--- src/rtl/dsf_pkg.sv ---
// Shared types and constants for the divisor-sum block.
// Holds widths, the datapath operation codes and the controller/datapath structs.
// Used by dsf_ctrl, dsf_datapath and the top level; depends on nothing.
package dsf_pkg;

  localparam int VALUE_WIDTH   = 32;
  localparam int CAND_WIDTH    = VALUE_WIDTH / 2 + 1;
  localparam int SUM_WIDTH     = 35;
  localparam int PSUM_WIDTH    = VALUE_WIDTH + 2;
  localparam int DIV_CNT_WIDTH = $clog2(VALUE_WIDTH);

  typedef enum logic [3:0] {
    OP_IDLE,
    OP_LOAD,
    OP_DIV_INIT,
    OP_DIV_STEP,
    OP_TERM_MUL,
    OP_SUM_ADD,
    OP_NEXT_CAND,
    OP_MUL_PSUM,
    OP_MUL_FINAL,
    OP_MUL_STEP,
    OP_MUL_STORE,
    OP_PUBLISH
  } dsf_op_t;

  typedef struct packed {
    dsf_op_t op;
  } dsf_cmd_t;

  typedef struct packed {
    logic div_last;
    logic quot_lt_cand;
    logic rem_zero;
    logic psum_one;
    logic remaining_ge2;
    logic mul_done;
    logic out_free;
  } dsf_status_t;

endpackage

--- src/rtl/dsf_ctrl.sv ---
// Controller state machine for the divisor-sum block.
// Sequences trial division, prime-power accumulation and the shift-add multiplies.
// Depends on dsf_pkg; drives dsf_datapath through dsf_cmd_t.
module dsf_ctrl import dsf_pkg::*; (
  input  logic        clk,
  input  logic        rst_n,
  input  logic        in_valid,
  output logic        in_stall,
  input  dsf_status_t status,
  output dsf_cmd_t    cmd
);

  typedef enum logic [3:0] {
    ST_IDLE,
    ST_DIV_INIT,
    ST_DIV_RUN,
    ST_EVAL,
    ST_SUM_ADD,
    ST_NEXT_CAND,
    ST_MUL_RUN,
    ST_FIN_CHECK,
    ST_DONE
  } state_t;

  state_t state_r, state_nxt;
  logic   outer_r, outer_nxt;   // next division result also decides the outer loop
  logic   final_r, final_nxt;   // multiply in flight is the closing cofactor multiply

  always_comb begin
    state_nxt = state_r;
    outer_nxt = outer_r;
    final_nxt = final_r;
    cmd.op    = OP_IDLE;
    unique case (state_r)
      ST_IDLE: begin
        if (in_valid) begin
          cmd.op    = OP_LOAD;
          outer_nxt = 1'b1;
          state_nxt = ST_DIV_INIT;
        end
      end
      ST_DIV_INIT: begin
        cmd.op    = OP_DIV_INIT;
        state_nxt = ST_DIV_RUN;
      end
      ST_DIV_RUN: begin
        cmd.op = OP_DIV_STEP;
        if (status.div_last) begin
          state_nxt = ST_EVAL;
        end
      end
      ST_EVAL: begin
        if (outer_r && status.quot_lt_cand) begin
          state_nxt = ST_FIN_CHECK;
        end else if (status.rem_zero) begin
          // candidate divides: strip it and extend the power sum
          cmd.op    = OP_TERM_MUL;
          outer_nxt = 1'b0;
          state_nxt = ST_SUM_ADD;
        end else if (status.psum_one) begin
          state_nxt = ST_NEXT_CAND;
        end else begin
          cmd.op    = OP_MUL_PSUM;
          final_nxt = 1'b0;
          state_nxt = ST_MUL_RUN;
        end
      end
      ST_SUM_ADD: begin
        cmd.op    = OP_SUM_ADD;
        state_nxt = ST_DIV_INIT;
      end
      ST_NEXT_CAND: begin
        cmd.op    = OP_NEXT_CAND;
        outer_nxt = 1'b1;
        state_nxt = ST_DIV_INIT;
      end
      ST_MUL_RUN: begin
        if (status.mul_done) begin
          cmd.op    = OP_MUL_STORE;
          state_nxt = final_r ? ST_DONE : ST_NEXT_CAND;
        end else begin
          cmd.op = OP_MUL_STEP;
        end
      end
      ST_FIN_CHECK: begin
        if (status.remaining_ge2) begin
          cmd.op    = OP_MUL_FINAL;
          final_nxt = 1'b1;
          state_nxt = ST_MUL_RUN;
        end else begin
          state_nxt = ST_DONE;
        end
      end
      ST_DONE: begin
        if (status.out_free) begin
          cmd.op    = OP_PUBLISH;
          state_nxt = ST_IDLE;
        end
      end
      default: state_nxt = ST_IDLE;
    endcase
  end

  assign in_stall = (state_r != ST_IDLE);

  always_ff @(posedge clk) begin
    if (!rst_n) begin
      state_r <= ST_IDLE;
      outer_r <= 1'b0;
      final_r <= 1'b0;
    end else begin
      state_r <= state_nxt;
      outer_r <= outer_nxt;
      final_r <= final_nxt;
    end
  end

endmodule

--- src/rtl/dsf_datapath.sv ---
// Datapath of the divisor-sum block: factor registers, a bit-serial restoring
// divider, a shift-add multiplier and the output register.
// Depends on dsf_pkg; commanded by dsf_ctrl.
module dsf_datapath import dsf_pkg::*; (
  input  logic                   clk,
  input  logic                   rst_n,
  input  dsf_cmd_t               cmd,
  output dsf_status_t            status,
  input  logic [VALUE_WIDTH-1:0] in_value,
  output logic                   out_valid,
  input  logic                   out_stall,
  output logic [SUM_WIDTH-1:0]   out_divisor_sum
);

  logic [VALUE_WIDTH-1:0]   remaining_r, remaining_nxt;
  logic [CAND_WIDTH-1:0]    candidate_r, candidate_nxt;
  logic [SUM_WIDTH-1:0]     product_r, product_nxt;
  logic [PSUM_WIDTH-1:0]    power_sum_r, power_sum_nxt;
  logic [VALUE_WIDTH-1:0]   power_term_r, power_term_nxt;
  logic [VALUE_WIDTH-1:0]   dvd_r, dvd_nxt;        // dividend in, quotient out
  logic [CAND_WIDTH-1:0]    part_rem_r, part_rem_nxt;
  logic [DIV_CNT_WIDTH-1:0] div_cnt_r, div_cnt_nxt;
  logic [SUM_WIDTH-1:0]     mul_a_r, mul_a_nxt;
  logic [PSUM_WIDTH-1:0]    mul_b_r, mul_b_nxt;
  logic [SUM_WIDTH-1:0]     mul_acc_r, mul_acc_nxt;
  logic [SUM_WIDTH-1:0]     out_sum_r, out_sum_nxt;
  logic                     out_valid_r, out_valid_nxt;

  logic [CAND_WIDTH:0]             trial;
  logic                            trial_ge;
  logic [VALUE_WIDTH+CAND_WIDTH-1:0] term_prod;
  logic                            publish;

  // one restoring-division step: bring down the next dividend bit
  assign trial     = {part_rem_r, dvd_r[VALUE_WIDTH-1]};
  assign trial_ge  = (trial >= {1'b0, candidate_r});
  assign term_prod = power_term_r * candidate_r;
  assign publish   = (cmd.op == OP_PUBLISH);

  always_comb begin
    remaining_nxt  = remaining_r;
    candidate_nxt  = candidate_r;
    product_nxt    = product_r;
    power_sum_nxt  = power_sum_r;
    power_term_nxt = power_term_r;
    dvd_nxt        = dvd_r;
    part_rem_nxt   = part_rem_r;
    div_cnt_nxt    = div_cnt_r;
    mul_a_nxt      = mul_a_r;
    mul_b_nxt      = mul_b_r;
    mul_acc_nxt    = mul_acc_r;
    out_sum_nxt    = out_sum_r;
    unique case (cmd.op)
      OP_IDLE: ;
      OP_LOAD: begin
        remaining_nxt  = in_value;
        candidate_nxt  = CAND_WIDTH'(2);
        product_nxt    = SUM_WIDTH'(1);
        power_sum_nxt  = PSUM_WIDTH'(1);
        power_term_nxt = VALUE_WIDTH'(1);
      end
      OP_DIV_INIT: begin
        dvd_nxt      = remaining_r;
        part_rem_nxt = '0;
        div_cnt_nxt  = '0;
      end
      OP_DIV_STEP: begin
        part_rem_nxt = trial_ge ? CAND_WIDTH'(trial - {1'b0, candidate_r})
                                : trial[CAND_WIDTH-1:0];
        dvd_nxt      = {dvd_r[VALUE_WIDTH-2:0], trial_ge};
        div_cnt_nxt  = div_cnt_r + 1'b1;
      end
      OP_TERM_MUL: begin
        remaining_nxt  = dvd_r;
        power_term_nxt = term_prod[VALUE_WIDTH-1:0];
      end
      OP_SUM_ADD: begin
        power_sum_nxt = power_sum_r + PSUM_WIDTH'(power_term_r);
      end
      OP_NEXT_CAND: begin
        candidate_nxt  = candidate_r + 1'b1;
        power_sum_nxt  = PSUM_WIDTH'(1);
        power_term_nxt = VALUE_WIDTH'(1);
      end
      OP_MUL_PSUM: begin
        mul_a_nxt   = product_r;
        mul_b_nxt   = power_sum_r;
        mul_acc_nxt = '0;
      end
      OP_MUL_FINAL: begin
        mul_a_nxt   = product_r;
        mul_b_nxt   = PSUM_WIDTH'(remaining_r) + PSUM_WIDTH'(1);
        mul_acc_nxt = '0;
      end
      OP_MUL_STEP: begin
        if (mul_b_r[0]) begin
          mul_acc_nxt = mul_acc_r + mul_a_r;
        end
        mul_a_nxt = {mul_a_r[SUM_WIDTH-2:0], 1'b0};
        mul_b_nxt = {1'b0, mul_b_r[PSUM_WIDTH-1:1]};
      end
      OP_MUL_STORE: begin
        product_nxt = mul_acc_r;
      end
      OP_PUBLISH: begin
        out_sum_nxt = product_r;
      end
      default: ;
    endcase
  end

  // hold a waiting result; drop it once taken
  assign out_valid_nxt = publish | (out_valid_r & out_stall);

  always_comb begin
    status.div_last      = (div_cnt_r == DIV_CNT_WIDTH'(VALUE_WIDTH - 1));
    status.quot_lt_cand  = (dvd_r < VALUE_WIDTH'(candidate_r));
    status.rem_zero      = (part_rem_r == '0);
    status.psum_one      = (power_sum_r == PSUM_WIDTH'(1));
    status.remaining_ge2 = |remaining_r[VALUE_WIDTH-1:1];
    status.mul_done      = (mul_b_r == '0);
    status.out_free      = !out_valid_r || !out_stall;
  end

  always_ff @(posedge clk) begin
    remaining_r  <= remaining_nxt;
    candidate_r  <= candidate_nxt;
    product_r    <= product_nxt;
    power_sum_r  <= power_sum_nxt;
    power_term_r <= power_term_nxt;
    dvd_r        <= dvd_nxt;
    part_rem_r   <= part_rem_nxt;
    div_cnt_r    <= div_cnt_nxt;
    mul_a_r      <= mul_a_nxt;
    mul_b_r      <= mul_b_nxt;
    mul_acc_r    <= mul_acc_nxt;
    out_sum_r    <= out_sum_nxt;
  end

  always_ff @(posedge clk) begin
    if (!rst_n) begin
      out_valid_r <= 1'b0;
    end else begin
      out_valid_r <= out_valid_nxt;
    end
  end

  assign out_valid       = out_valid_r;
  assign out_divisor_sum = out_sum_r;

endmodule

--- src/rtl/divisor_sum_by_factorization_top.sv ---
// Divisor-sum (sigma function) block, top level.
// Depends on dsf_pkg; instantiates dsf_ctrl and dsf_datapath.
//
// Each request carries one unsigned value; the block returns one result with
// the sum of all positive divisors of that value, modulo 2^35. Values 0 and 1
// give 1, a prime p gives p + 1. The value is factored by trial division with
// candidates 2, 3, 4, ... while candidate squared does not exceed the part
// still left to factor. One bit-serial restoring divider does all division:
// after a load step it steps once per dividend bit to produce quotient and
// remainder, and both the loop test and the divisibility test come from the
// same division. Every candidate tried goes through load, steps, evaluate and
// advance. Every extra factor of a prime power goes through load, steps,
// evaluate and a step to extend the power sum. Every distinct prime then also
// passes through the shift-add multiplier, stepping over each bit of the power
// sum and then storing. For a large prime near 2^32 the divider tries every
// candidate up to 65535. A new request is taken only when the previous one is
// finished; the result sits in an output register, so the next request is
// taken even while that result still waits to be read.
module divisor_sum_by_factorization_top import dsf_pkg::*; (
  input  logic                   clk,
  input  logic                   rst_n,
  input  logic                   in_valid,
  output logic                   in_stall,
  input  logic [VALUE_WIDTH-1:0] in_value,
  output logic                   out_valid,
  input  logic                   out_stall,
  output logic [SUM_WIDTH-1:0]   out_divisor_sum
);

  dsf_cmd_t    cmd;
  dsf_status_t status;

  // sequence the factoring loop
  dsf_ctrl u_ctrl (
    .clk      (clk),
    .rst_n    (rst_n),
    .in_valid (in_valid),
    .in_stall (in_stall),
    .status   (status),
    .cmd      (cmd)
  );

  // hold the factor state, divide, multiply and hold the result
  dsf_datapath u_datapath (
    .clk             (clk),
    .rst_n           (rst_n),
    .cmd             (cmd),
    .status          (status),
    .in_value        (in_value),
    .out_valid       (out_valid),
    .out_stall       (out_stall),
    .out_divisor_sum (out_divisor_sum)
  );

endmodule
--- config.mk ---
export PLATFORM = sky130hd
export DESIGN_NAME = divisor_sum_by_factorization_top
export DESIGN_NICKNAME = d
export VERILOG_FILES = /design/src/rtl/dsf_pkg.sv /design/src/rtl/dsf_ctrl.sv /design/src/rtl/dsf_datapath.sv /design/src/rtl/divisor_sum_by_factorization_top.sv
export SDC_FILE = /design/constraint.sdc
export NUM_CORES = 2
export LEC_CHECK = 0
export BUFFER_PORTS_ARGS = -buffer_cell sky130_fd_sc_hd__buf_2
export CORE_UTILIZATION = 38
export DETAILED_ROUTE_END_ITERATION = 6
export SLEW_MARGIN = 40
export SYNTH_ARGS = -nofsm -noshare
export SYNTH_HDL_FRONTEND = slang
export SYNTH_SLANG_ARGS = --single-unit
--- constraint.sdc ---
create_clock -name clk -period 6.3 [get_ports clk]
set_input_delay 0.63 -clock clk [delete_from_list [all_inputs] [get_ports clk]]
set_output_delay 0.63 -clock clk [all_outputs]
set_load 0.05 [all_outputs]
Word-level counts from Yosys, hierarchy flattened. Index checks and enable logic that the tools add are counted.

Flip-flop bits (word level): 350. Input port bits: 36. Output and inout bits: 37. Word-level logic and storage cells: 124.

$add $sub $neg: 6. Multiply operators: 1. $lt $le $gt $ge: 2. Equality and inequality tests: 31. Muxes and demuxes: 40. Bitwise operators: 2. Reduce and logical (&&, ||, !) cells: 26.

Operators with widths (number): $pmux 35 s2 (3); $pmux 32 s2 (3); $pmux 34 s3 (1); $pmux 17 s2 (2); $pmux 34 s2 (1); $mux 4 (12); $pmux 4 s9 (1); $add 35x35->35 (1); $mux 35 (1); $add 34x32->34 (1); $eq 34x1->1 const B (1); $logic_not 34->1 (1); $add 32x1->33 const B (1); $eq 4x3->1 const B (8); $lt 32x17->1 (1); $mul 32x17->32 (1); $pmux 4 s8 (1); $reduce_or 31->1 (1); $eq 4x4->1 const B (5); $ge 18x17->1 (1); $ne 2x2->1 const B (9); $add 17x1->17 const B (1); $logic_not 17->1 (1); $mux 17 (1); other kinds (25) (49).

Logic depth before layout (Yosys ltp).
Depth after elaboration: 9. Mapped depth: 26. Gate-level depth less buffers: 24.

Modules after synthesis. Synthesis repeated with hierarchy kept, for this count alone.

Cells, all modules: 3262. Area, all modules: 31366.3 um^2.

Modules (own cells, without submodules): dsf_datapath (times used 1, cells each 3186, area each 30790.8 um^2, sequential area each 10319.9 um^2); dsf_ctrl (times used 1, cells each 76, area each 575.6 um^2, sequential area each 120.1 um^2).

Least setup slack after synthesis. No wires, ideal clock.

Path type: reg-to-reg. Start: register u_datapath.candidate_r[13]. End: register u_datapath.power_term_r[26], data pin. Setup time: 0.266 ns. Arrival time: 5.906 ns. Required time: 6.034 ns. Slack: 0.128 ns. Cell stages (with the launch flop): 22. Path buffers: 2. Clock period less this slack: 6.172 ns. Path through: edfxtp_1 > clkbuf_1 > clkbuf_1 > nand2_1 > fa_1 > inv_1 > fa_1 > fa_1 > fa_1 > fa_1 > inv_1 > fa_1 > inv_1 > ha_1 > a21o_1 > a21oi_1 > nor2b_1 > or4_1 > o221a_2 > a31oi_1 > xor2_1 > nor2_1.

Word-level cells in the longest chain between the ends: 7. Elaborated cells between the ends (all ways): 10. Classes of those cells: mul: 1; order compare: 1; eq/ne: 3; mux: 3; reduce/logical: 2.

RTL lines: start: declaration (RTL line dsf_datapath.sv:16) `logic [CAND_WIDTH-1:0] candidate_r, candidate_nxt;`; start signal: assignment (RTL line dsf_datapath.sv:127) `candidate_r <= candidate_nxt;`; parallel branches: the longest is 6 deep, another holds $mul 32x17->32; $pmux 32 s2 * (RTL line dsf_datapath.sv:53) `unique case (cmd.op)`; end signal: assignment (RTL line dsf_datapath.sv:130) `power_term_r <= power_term_nxt;`; end: declaration (RTL line dsf_datapath.sv:19) `logic [VALUE_WIDTH-1:0] power_term_r, power_term_nxt;`.

Mark *: on every way between the ends. A chain may end at the register's enable or synchronous reset.

Final worst setup path.
Start: register u_datapath.candidate_r[6]. End: register u_datapath.power_term_r[26], data pin.

The elaborated chain is that of the path after synthesis.

==> metrics.txt <==
Layout fillers 7732; CTS clock-pin slew for the worst setup and hold paths 60 ps; syn nets 3708; number of distinct library cell variants in the gate-level netlist after synthesis 74; fmax 164.3 MHz; Area contributors post-synth sky130_fd_sc_hd__edfxtp_1, sky130_fd_sc_hd__fa_1, sky130_fd_sc_hd__ha_1; kind of launch point of the worst setup path flip-flop; Final nets 3845; worst skew pair latency 590 ps; post-synthesis register bit count 350; 1st-iter DRT viols 1313; clock tree from TritonCTS yes; register area 10440 um2; largest net degree at the start of global routing 71; H-Tree Depth 2; Worst Setup Path Type flip-flop to flip-flop; startpoint of the tightest hold check path in_value[21]; final-report setup violation count 0; Worst Hold Class primary input to flip-flop; most used flip-flop cell after synthesis sky130_fd_sc_hd__edfxtp_1; via count of the first global-routing pass 22790; number of hold-slack violations in the final timing report 0; arrival time at the worst endpoint 6410 ps; RSZ-0062 raised after global routing yes; result of the run complete, but fails checks; first-pass iteration count of the detailed router 7; Critical Path Fanout Max 7; Die Ht 287.6 um; proportion of layout cells with a drive suffix above 1 10.42%; number of max-slew violations in the final report 0; most frequently used cell type in the post-synthesis netlist sky130_fd_sc_hd__nand2_1; average cell area after synthesis 9.749 um2; share of synthesized area occupied by flip-flops and latches 33.68%; FF-to-FF Start u_datapath.candidate_r[6]$_SDFFCE_PN0P_; area growth from synthesis to layout 13.05%; count of nets left with antenna violations after detail routing 0; Clock Sink Count 350; post-synthesis async set-or-reset flop share 0%; failing checks design-rule violations; Cell Area, Synth 31000 um2; area inside the core boundary 80680 um2; detailed placement HPWL 58.87 mm; starting utilization of the core area 38.43%; Residual DRC 18; initial antenna violation count 0; final weighted congestion in routability-driven placement 0.8456; number of instances in the synthesized netlist 3180; minimum hold slack 325.4 ps; Layout Skew 24.60 ps; Worst Max-Slew Pin Slew 778.5 ps; Die Width 287.6 um; proportion of netlist area held by the largest area contributor 33.22%; post-detailed-route wirelength per cell 17.60 um; number of buffers created by CTS 40; Inserted Diodes 0; number of warnings printed during yosys synthesis 0; via-per-instance ratio 5.102; Core Rows 104; Port Buffers 72; cell at the root of the clock tree sky130_fd_sc_hd__clkbuf_16; r2r worst-path depth 21; number of enable flip-flop cells after synthesis 343; R2R setup slack 210 ps; number of top-level pins 73; first-pass GRT wire length 124.7 mm; vias after detailed routing 22490; dominant cell type by area after synthesis sky130_fd_sc_hd__edfxtp_1; most instantiated cells after synthesis sky130_fd_sc_hd__nand2_1, sky130_fd_sc_hd__inv_1, sky130_fd_sc_hd__edfxtp_1; worst slew slack as a fraction of its limit 47.42%; total of max-cap violations 0; combined global-route utilization of all metal layers 18.95%; min cycle time layout 6086 ps; Crit Reg-Reg Endpoint u_datapath.power_term_r[26]$_SDFFCE_PP0P_; clk buf depth 3; total overflow reported by the global router 0; final cell count without fillers 4409; required time of the worst setup path 6620 ps; area of the multi-input gates 18730 um2; Hold Crit Depth 2; endpoint with the worst hold slack u_datapath.remaining_r[21]$_DFFE_PP_; endpoint class of the critical path flip-flop; placed insts 4323; part of the cycle the worst path needs 96.60%; Die Outline Area 82730 um2; post-detailed-routing wire length 77.60 mm
-- through the flow --
stage | setup TNS [ps] | worst slack (ps) | instance area (um2) | utilization, %
6_report | 0 | 214.1 | 35050 | 43.44
5_1_grt | -93.83 | -46.11 | 35050 | 43.44
4_1_cts | 0 | 4.242 | 34690 | 43.00
3_5_place_dp | -639.7 | -141.8 | 33380 | 41.38
3_3_place_gp | -603.5 | -126.9 | 33340 | 41.33
2_1_floorplan | 0 | 127.7 | 31000 | -
-- area by class of cell --
class	count	share of cell area, %
Multi-Input combinational cell	2256	53.44
Sequential cell	350	29.79
Inverter	448	4.798
Clock inverter	32	0.7782
Tap cell	1060	3.784
Timing Repair Buffer	221	4.537
Clock buffer	42	2.877
-- worst max path at each step --
stage | end | slack [ps] | cells after the start | from
finish | u_datapath.power_term_r[26]$_SDFFCE_PP0P_ | 210 | 21 | u_datapath.candidate_r[6]$_SDFFCE_PN0P_
global route | u_datapath.power_term_r[28]$_SDFFCE_PP0P_ | -50 | 22 | u_datapath.candidate_r[7]$_SDFFCE_PN0P_
CTS | u_datapath.power_term_r[26]$_SDFFCE_PP0P_ | 4 | 21 | u_datapath.candidate_r[6]$_SDFFCE_PN0P_
detailed placement | u_datapath.power_term_r[31]$_SDFFCE_PP0P_ | -140 | 21 | u_datapath.candidate_r[6]$_SDFFCE_PN0P_
global placement | u_datapath.power_term_r[31]$_SDFFCE_PP0P_ | -130 | 21 | u_datapath.candidate_r[6]$_SDFFCE_PN0P_
floorplan | u_datapath.power_term_r[26]$_SDFFCE_PP0P_ | 130 | 21 | u_datapath.candidate_r[13]$_SDFFCE_PN0P_
-- logic make-up after synthesis --
kind of cell	count (synthesis)	synth area share [%]
AND/OR/NAND/NOR	1196	17.80
buffers and inverters	574	7.010
adder cells (fa/ha/maj)	492	27.65
AO/OA/AOI/OAI	366	7.858
flip-flops	350	33.68
XOR/XNOR	160	4.520
multiplexers	42	1.485
-- repair_timing --
action	CTS	global route
gates resized for setup	5	48
setup buffers	0	10
hold buffers	0	0
setup endpoints to repair	7	12
pin swaps	2	28
-- state kept, by name, summed over array words and instances (netlist names), 4 cells and up --
| name | count |
|---|---|
| u_datapath.candidate_r | 17 |
| u_datapath.dvd_r | 32 |
| u_ctrl.state_r | 4 |
| u_datapath.mul_acc_r | 35 |
| u_datapath.power_sum_r | 34 |
| u_datapath.part_rem_r | 17 |
| u_datapath.product_r | 35 |
| u_datapath.mul_a_r | 35 |
| u_datapath.power_term_r | 32 |
| u_datapath.div_cnt_r | 5 |
| u_datapath.remaining_r | 32 |
| u_datapath.mul_b_r | 34 |
| u_datapath.out_divisor_sum | 35 |
-- layer usage --
metal  vias up  wire [um]  global-route usage (%)
li1      10710          -                       -
met1     11200      35120                   26.18
met2       487      37450                   31.43
met3       102       3227                   2.155
met4         0       1802                   5.053
met5         -          0                       0
-- worst max-delay path: stages (launching register included) --
cell                       delay [ps]
sky130_fd_sc_hd__edfxtp_1         480
sky130_fd_sc_hd__buf_6            180
sky130_fd_sc_hd__and2_1           160
sky130_fd_sc_hd__fa_1             510
sky130_fd_sc_hd__inv_1             60
sky130_fd_sc_hd__fa_1             500
sky130_fd_sc_hd__fa_1             520
sky130_fd_sc_hd__inv_1             50
sky130_fd_sc_hd__fa_1             490
sky130_fd_sc_hd__fa_1             560
sky130_fd_sc_hd__inv_1             60
sky130_fd_sc_hd__fa_1             530
sky130_fd_sc_hd__inv_1             40
sky130_fd_sc_hd__ha_1             220
sky130_fd_sc_hd__a21o_1           170
sky130_fd_sc_hd__a21oi_1          150
sky130_fd_sc_hd__nor2b_1           80
sky130_fd_sc_hd__or4_4            410
sky130_fd_sc_hd__o221a_4          270
sky130_fd_sc_hd__a31oi_4          190
sky130_fd_sc_hd__xor2_1           150
sky130_fd_sc_hd__nor2_1            50
-- cells in the final DEF, fill, tap and decap left out, types with 88 or more instances in the layout --
| cell | count |
|---|---|
| sky130_fd_sc_hd__and2_1 | 183 |
| sky130_fd_sc_hd__edfxtp_1 | 343 |
| sky130_fd_sc_hd__nand2_1 | 548 |
| sky130_fd_sc_hd__nor2_1 | 213 |
| sky130_fd_sc_hd__inv_1 | 447 |
| sky130_fd_sc_hd__xnor2_1 | 96 |
| sky130_fd_sc_hd__a21oi_1 | 88 |
| sky130_fd_sc_hd__buf_4 | 132 |
| sky130_fd_sc_hd__ha_1 | 166 |
| sky130_fd_sc_hd__fa_1 | 317 |
Power is left out: the tool's default activity adds up to more than one toggle a clock period on the data nets, which glitch-free logic cannot reach.
